[src/hw/rtl/bpfrc_pkg.sv]
// package: request codes, entry layout and default sizes for the packet buffer
package bpfrc_pkg;

	localparam int unsigned DEPTH_DEF = 64;
	localparam int unsigned LIMIT_W   = 7;
	localparam int unsigned LIMIT_RST = 64;
	localparam int unsigned COUNT_W   = 7;
	localparam int unsigned COUNT_MAX = 127;

	typedef enum logic [1:0] {
		REQ_ADD   = 2'd0,
		REQ_FWD   = 2'd1,
		REQ_COUNT = 2'd2,
		REQ_NONE  = 2'd3
	} req_t;

	typedef struct packed {
		logic [31:0] ts;
		logic [15:0] dst;
		logic [15:0] src;
	} entry_t;

endpackage

[src/hw/rtl/bounded_packet_fifo_range_count_core.sv]
// top level: bounded packet buffer with duplicate refusal and range count
//
// Usage:
//   s_* carries requests; s_tuser is the request kind (add, forward, count),
//   s_tdata the packet and the time window. m_* returns one result item per
//   request. cfg_* writes memory_limit, the most packets held; cfg_ready is
//   always high and writes belong in idle periods.
//   All packets sit in one entry memory with a single registered read port.
//   Add and count walk every stored entry at one entry per cycle; the result
//   item follows the last read. A forward reads only the oldest entry (none
//   when empty), an unknown kind none. Each request passes the idle, scan and
//   done steps, and the next request is accepted only once the last is back
//   in idle.
//   The result sits in an output register: the next request is accepted and
//   scanned while it waits, and the block holds in its final step only when
//   a second result is ready before the first is taken.
//   Reset empties the buffer (head and fill cleared, memory left as is) and
//   sets memory_limit to 64.
module bounded_packet_fifo_range_count_core
	import bpfrc_pkg::*;
#(
	parameter int unsigned DEPTH = DEPTH_DEF
) (
	input  logic               clk,
	input  logic               arst_n,
	input  logic               s_tvalid,
	output logic               s_tready,
	// source[15:0], destination[31:16], timestamp[63:32], start_time[95:64],
	// end_time[127:96]
	input  logic [127:0]       s_tdata,
	// req_type[1:0]
	input  logic [1:0]         s_tuser,
	output logic               m_tvalid,
	input  logic               m_tready,
	// ok[0], out_source[16:1], out_destination[32:17], out_timestamp[64:33],
	// match_count[71:65]
	output logic [71:0]        m_tdata,
	input  logic               cfg_valid,
	output logic               cfg_ready,
	input  logic [LIMIT_W-1:0] cfg_data
);

	localparam int unsigned IDX_W = (DEPTH > 1) ? $clog2(DEPTH) : 1;
	localparam int unsigned CNT_W = $clog2(DEPTH + 1);
	localparam int unsigned LIM_W = (CNT_W > LIMIT_W) ? CNT_W : LIMIT_W;
	localparam int unsigned SUM_W = CNT_W + 1;

	typedef enum logic [2:0] {
		ST_IDLE = 3'b001,
		ST_SCAN = 3'b010,
		ST_DONE = 3'b100
	} state_t;

	state_t               state_q;
	logic [LIMIT_W-1:0]   limit_q;
	logic [IDX_W-1:0]     head_q;
	logic [CNT_W-1:0]     fill_q;

	req_t                 req_q;
	entry_t               key_q;
	logic [31:0]          lo_q;
	logic [31:0]          hi_q;

	logic [IDX_W-1:0]     rd_ptr_q;
	logic [CNT_W-1:0]     issued_q;
	logic [CNT_W-1:0]     len_q;
	logic                 vld_s1;
	entry_t               rd_data_s1;
	entry_t               last_q;
	logic                 dup_q;
	logic [CNT_W-1:0]     cnt_q;

	logic                 m_valid_q;
	logic [71:0]          m_data_q;

	entry_t               mem [DEPTH];
	logic                 mem_we;
	logic [IDX_W-1:0]     wr_addr;

	logic                 in_fire;
	logic                 done_fire;
	logic [CNT_W-1:0]     eff_lim;
	logic                 do_drop;
	logic [SUM_W-1:0]     tail_sum;
	logic [IDX_W-1:0]     head_next;
	logic [CNT_W-1:0]     scan_len;
	logic [COUNT_W-1:0]   count_sat;
	logic                 add_ok;
	logic                 fwd_ok;

	function automatic logic [IDX_W-1:0] idx_inc(input logic [IDX_W-1:0] idx);
		return (idx == IDX_W'(DEPTH - 1)) ? '0 : idx + IDX_W'(1);
	endfunction

	assign s_tready  = (state_q == ST_IDLE);
	assign cfg_ready = 1'b1;
	assign in_fire   = s_tvalid && s_tready;
	assign done_fire = (state_q == ST_DONE) && (!m_valid_q || m_tready);
	assign m_tvalid  = m_valid_q;
	assign m_tdata   = m_data_q;

	always_comb begin
		if (limit_q == '0) begin
			eff_lim = CNT_W'(1);
		end else if (LIM_W'(limit_q) > LIM_W'(DEPTH)) begin
			eff_lim = CNT_W'(DEPTH);
		end else begin
			eff_lim = CNT_W'(limit_q);
		end
	end

	assign do_drop   = (fill_q >= eff_lim);
	assign tail_sum  = SUM_W'(head_q) + SUM_W'(fill_q);
	assign wr_addr   = (tail_sum >= SUM_W'(DEPTH)) ? IDX_W'(tail_sum - SUM_W'(DEPTH))
		: IDX_W'(tail_sum);
	assign head_next = idx_inc(head_q);
	assign add_ok    = (req_q == REQ_ADD) && !dup_q;
	assign fwd_ok    = (req_q == REQ_FWD) && (fill_q != '0);
	assign mem_we    = done_fire && add_ok;
	assign count_sat = (int'(cnt_q) > int'(COUNT_MAX)) ? COUNT_W'(COUNT_MAX)
		: COUNT_W'(cnt_q);

	always_comb begin
		unique case (req_t'(s_tuser))
			REQ_ADD, REQ_COUNT: scan_len = fill_q;
			REQ_FWD:            scan_len = (fill_q != '0) ? CNT_W'(1) : '0;
			default:            scan_len = '0;
		endcase
	end

	// entry memory, one write and one registered read port
	always_ff @(posedge clk) begin
		if (mem_we) begin
			mem[wr_addr] <= key_q;
		end
		rd_data_s1 <= mem[rd_ptr_q];
	end

	always_ff @(posedge clk or negedge arst_n) begin
		if (!arst_n) begin
			limit_q <= LIMIT_W'(LIMIT_RST);
		end else if (cfg_valid && cfg_ready) begin
			limit_q <= cfg_data;
		end
	end

	always_ff @(posedge clk) begin
		if (in_fire) begin
			req_q     <= req_t'(s_tuser);
			key_q.src <= s_tdata[15:0];
			key_q.dst <= s_tdata[31:16];
			key_q.ts  <= s_tdata[63:32];
			lo_q      <= s_tdata[95:64];
			hi_q      <= s_tdata[127:96];
			len_q     <= scan_len;
		end
		if (vld_s1) begin
			last_q <= rd_data_s1;
		end
		if (done_fire) begin
			m_data_q[0]     <= add_ok || fwd_ok;
			m_data_q[16:1]  <= fwd_ok ? last_q.src : '0;
			m_data_q[32:17] <= fwd_ok ? last_q.dst : '0;
			m_data_q[64:33] <= fwd_ok ? last_q.ts : '0;
			m_data_q[71:65] <= (req_q == REQ_COUNT) ? count_sat : '0;
		end
	end

	always_ff @(posedge clk or negedge arst_n) begin
		if (!arst_n) begin
			state_q   <= ST_IDLE;
			head_q    <= '0;
			fill_q    <= '0;
			rd_ptr_q  <= '0;
			issued_q  <= '0;
			vld_s1    <= 1'b0;
			dup_q     <= 1'b0;
			cnt_q     <= '0;
			m_valid_q <= 1'b0;
		end else begin
			if (done_fire) begin
				m_valid_q <= 1'b1;
			end else if (m_tready) begin
				m_valid_q <= 1'b0;
			end
			unique case (state_q)
				ST_IDLE: begin
					vld_s1 <= 1'b0;
					if (in_fire) begin
						rd_ptr_q <= head_q;
						issued_q <= '0;
						dup_q    <= 1'b0;
						cnt_q    <= '0;
						state_q  <= ST_SCAN;
					end
				end
				ST_SCAN: begin
					if (issued_q != len_q) begin
						issued_q <= issued_q + CNT_W'(1);
						rd_ptr_q <= idx_inc(rd_ptr_q);
						vld_s1   <= 1'b1;
					end else begin
						vld_s1 <= 1'b0;
						if (!vld_s1) begin
							state_q <= ST_DONE;
						end
					end
					if (vld_s1) begin
						if (rd_data_s1 == key_q) begin
							dup_q <= 1'b1;
						end
						if (rd_data_s1.dst == key_q.dst && rd_data_s1.ts >= lo_q &&
							rd_data_s1.ts <= hi_q) begin
							cnt_q <= cnt_q + CNT_W'(1);
						end
					end
				end
				ST_DONE: begin
					if (done_fire) begin
						if (add_ok) begin
							if (do_drop) begin
								head_q <= head_next;
							end else begin
								fill_q <= fill_q + CNT_W'(1);
							end
						end else if (fwd_ok) begin
							head_q <= head_next;
							fill_q <= fill_q - CNT_W'(1);
						end
						state_q <= ST_IDLE;
					end
				end
				default: begin
					state_q <= ST_IDLE;
				end
			endcase
		end
	end

	a_fill_bound: assert property (@(posedge clk) disable iff (!arst_n)
		int'(fill_q) <= int'(DEPTH))
		else $error("fill count above depth");

	a_head_bound: assert property (@(posedge clk) disable iff (!arst_n)
		int'(head_q) < int'(DEPTH))
		else $error("head index out of range");

	a_scan_bound: assert property (@(posedge clk) disable iff (!arst_n)
		(state_q == ST_SCAN) |-> (issued_q <= len_q && len_q <= fill_q))
		else $error("scan ran past stored entries");

	a_hold_done: assert property (@(posedge clk) disable iff (!arst_n)
		(state_q == ST_DONE && m_valid_q && !m_tready) |=> (state_q == ST_DONE))
		else $error("result produced while output register busy");

	a_result_src: assert property (@(posedge clk) disable iff (!arst_n)
		$rose(m_valid_q) |-> $past(state_q == ST_DONE))
		else $error("result item without finished request");

endmodule

[config.mk]
export PLATFORM = sky130hd
export DESIGN_NAME = bounded_packet_fifo_range_count_core
export DESIGN_NICKNAME = d
export VERILOG_FILES = /design/src/hw/rtl/bpfrc_pkg.sv /design/src/hw/rtl/bounded_packet_fifo_range_count_core.sv
export SDC_FILE = /design/constraint.sdc
export NUM_CORES = 2
export LEC_CHECK = 0
export ABC_AREA = 0
export BUFFER_PORTS_ARGS = -buffer_cell sky130_fd_sc_hd__clkbuf_2
export CAP_MARGIN = 20
export CORE_MARGIN = 2
export CORE_UTILIZATION = 45
export CTS_CLUSTER_DIAMETER = 150
export DETAILED_ROUTE_END_ITERATION = 16
export PLACE_DENSITY = 0.73
export SLEW_MARGIN = 0
export SYNTH_ARGS = -nofsm -noshare
export SYNTH_HDL_FRONTEND = slang
export SYNTH_SLANG_ARGS = --single-unit
export TNS_END_PERCENT = 100
[constraint.sdc]
create_clock -name clk -period 5.1 [get_ports clk]
set_input_delay 0.255 -clock clk [delete_from_list [all_inputs] [get_ports clk]]
set_output_delay 0.255 -clock clk [all_outputs]
set_load 0.1 [all_outputs]
==> summary.md <==
| Metric | Value |
|---|---|
| Worst-path maximum fanout | 27 |
| Final nets | approximately 8000 |
| Synth warn | 0 |
| CTS tree | done |
| Setup WS post-layout | ~840 ps |
| Hold depth | 2 |
| Vias in the first global route | approximately 83000 |
| Total power | slightly below 90000 uW |
| Fin util | 52.46% |
| Worst path arrival time | 4820 ps |
| Synthesized flop and latch total | ~4500 |
| Hold Path Class | in -> reg |
| Post-synth ARST share | between 1 and 1.5% |
| Req. time, crit path | approximately 5700 ps |
| Inst Count DP | 12106 |
| Core area | approximately 380000 um2 |
| GRT overflow | 0 |
| Yosys top cell area share | between 70 and 80% |
| Top cells by area, synth | edfxtp_1 (77%), mux4_2 (18%), dfxtp_1 (0.75%) |
| Die Span Y | around 620 um |
| Outcome | finished clean |
| EDFF count, synth | approximately 4400 |
| Final GP Congestion | 0.8323 |
| Met3 wire len | 56.07 mm |
| Sw Pwr | approximately 22000 uW |
| Synth area leader | edfxtp_1 |
| DR pass1 iterations | 8 |
| Reg power frac | 50.3% |
| Synth-to-layout area growth | 15.91% |
| Num rows | between 200 and 250 |
| I/O Buffers | 215 |
| Syn_nets | a little over 7000 |
| Synth Flop Type | edfxtp_1 |
| # Max-Cap Violations | 0 |
| Crit path from | fill_q[1]$_DFFE_PN0P_ |
| CP Depth | 9 |
| Pwr dens | around 440 nW/um2 |
| Clock transition at the registers of the reported paths | around 60 ps |
| CTS sink count | between 4000 and 5000 |
| Fin crit share | ~84% |
| Worst path bufs/invs | 1 |
| RSZ-0062 raised after global routing | false |
| Cell mode on critical path | a21oi_1 |
| H-tree depth | 5 |
| R2r setup slk | between 800 and 900 ps |
| Final Skew | 72.67 ps |
| Final hold viol count | 0 |
| Average size of a mapped cell | between 20 and 25 um2 |
| Initial core utilization | 45.26% |
| Netlist cell types | 60 |
| Clock power frac | between 30% and 40% |
| Internal | 64950 uW |
| Worst reg2reg endpoint | mem[48][21]$_DFFE_PP_ |
| Post-synthesis sequential area ratio | 78.56% |
| Cell area after synthesis | approximately 170000 um2 |
| DRT iter0 DRCs | approximately 12000 |
| Detail Placement HPWL | 259.1 mm |
| CP Launch Type | flop |
| Combinational share of power | 13.8% |
| Reg2Reg Launch Point | fill_q[1]$_DFFE_PN0P_ |
| Top delay family on crit path | compound AO/OA/AOI/OAI gates |
| Peak VDD IR | 0.0003220 V |
| Mapped Cells | 6864 |
| Filler cells | 27362 |
| TritonCTS Buffers | ~420 |
| Hold WS | about 50 ps |
| Net Sw Frac | between 20 and 30% |
| CP Cell Sequence | ha_1 -> a21o_1 -> a21oi_1 -> o21bai_1 -> a21oi_1 -> xor2_1 -> nand2_1 -> nor2_4 -> buf_4 |
| First-pass GRT wire length | roughly 650 mm |
| Final setup violation count | 0 |
| Root Buffer | clkbuf_16 |
| Via count | 82724 |
| Routed WL | between 400 and 500 mm |
| Leakage power | slightly above 0.06 uW |
| Vias/cell | roughly 6.3 |
| Worst-Margin Slew | between 1000 and 1500 ps |
| Boundary Pins | approximately 220 |
| Routed Antenna Nets | 0 |
| Commonest non-fill, non-tap cell in the layout | edfxtp_1 |
| CP Class | reg -> reg |
| Largest net degree at the start of global routing | 85 |
| Tot GR Track Use | roughly a quarter |
| Layout cell share with drive strength beyond 1 | about a third |
| Highest Clock Rate | approximately 0.23 GHz |
| Reg2reg path depth | 9 |
| Max-slew headroom | around 16% |
| CTS Buffer Depth | 4 |
| Critical path's largest stage delay | between 600 and 700 ps |
| Die width | 618.8 um |
| Final cell count without fillers | around 13000 |
| Max layer used | met5 |
| Slowest CP cell | nand2_1 |
| WL/cell | about 36 um |
| Post-CTS sizing | 0 |
| Full die area | roughly 380000 um2 |
| Most frequent cells in the layout | edfxtp_1 (4369), mux4_2 (1344), clkbuf_16 (425), dlygate4sd3_1 (260), buf_4 (223) |
| Dpl ws | slightly above 900 ps |
| Metal2 WL | between 200 and 250 mm |
| Initial antenna violation count | 28 |
| Clock Latency Late Sink | 1000 ps |
| Metal-1 WL | 161.4 mm |
| CP Capture Type | flop |
| Hold Startpoint | s_tdata[34] |
| Fin. max-slew vios | 0 |
| Drc violations | 0 |
| Clock period minus worst slack | roughly 4300 ps |
| Worst Setup EP | mem[48][21]$_DFFE_PP_ |
==> final cells by class <==
cell class / count / area [um2] / area share (%)
Antenna cell: 15 / 37.54 / 0.01904
Clock buffer: 534 / 11210 / 5.688
Clock inverter: 250 / 2495 / 1.265
Inverter: 77 / 304.0 / 0.1542
Multi-Input combinational cell: 1993 / 35330 / 17.92
Sequential cell: 4479 / 133700 / 67.79
Tap cell: 4994 / 6248 / 3.169
Timing Repair Buffer: 825 / 7874 / 3.994
==> worst min path at each step <==
stage                                   endpoint  slack, ps
after global placement    limit_q[0]$_DFFE_PN0P_        390
after floorplan             cnt_q[0]$_DFFE_PN0P_        -40
after global routing         key_q[13]$_DFFE_PP_         50
after CTS                    key_q[13]$_DFFE_PP_         10
final                        key_q[34]$_DFFE_PP_         50
after detailed placement  limit_q[0]$_DFFE_PN0P_        400
==> cells by family after synthesis <==
| kind of cell | after synthesis | share of synthesized area, % |
|---|---|---|
| compound gates | 109 | 0.4141 |
| flops | 4479 | 78.56 |
| xor+xnor | 94 | 0.4840 |
| mux | 1364 | 17.92 |
| simple gates | 338 | 1.000 |
| other cells | 1 | 0.002205 |
| fa+ha+maj | 87 | 0.6488 |
| buf+inv | 392 | 0.9651 |
==> through the flow <==
stage,setup TNS (ps),cell area [um2]
global placement,0,180800
finish,0,197200
CTS,0,197100
floorplan,-74490,170100
global route,0,197100
detailed placement,0,180800
==> metal layers <==
metal	track usage, %	vias up
met5	0	-
met4	10.71	18
met3	5.227	987
met2	39.64	6107
met1	31.77	44116
li1	-	31496
==> power groups by stage <==
stage / clock (uW) / sequential (uW) / combinational (uW)
floorplan: 0 / 45200 / 6190
global placement: 0 / 44500 / 11400
detailed placement: 0 / 44500 / 11700
CTS: 31600 / 43700 / 12000
global route: 32800 / 43700 / 12700
finish: 31200 / 43700 / 12000
==> Yosys cell counts, drive strengths merged, types with 6 or more instances <==
cell,count
edfxtp,4369
mux4,1344
clkbuf,191
buf,124
nor2,104
ha,85
inv,76
and2,74
xnor2,66
dfxtp,64
nand2,57
dfrtp,44
a21oi,42
nand4,32
xor2,28
o21ai,18
nand3,17
a21o,14
mux2,14
nor4,11
nand2b,9
nor2b,9
and3,7
nor3,7
mux2i,6
==> flip-flops by register name, indices dropped and copies added (netlist names) <==
signal / cells
cnt_q: 7
dup_q: 1
fill_q: 7
head_q: 6
hi_q: 32
issued_q: 7
key_q: 64
last_q: 64
len_q: 7
limit_q: 7
lo_q: 32
m_tdata: 72
m_tvalid: 1
mem: 4096
rd_data_s1: 64
rd_ptr_q: 6
req_q: 2
state_q: 3
vld_s1: 1
==> timing repair <==
action | in CTS | in global routing
setup buffers | 0 | 0
endpoints found under the hold margin | 194 | 0
setup endpoints to repair | 0 | 0
hold buffers | 260 | 0
(Power assumes the default switching activity.)
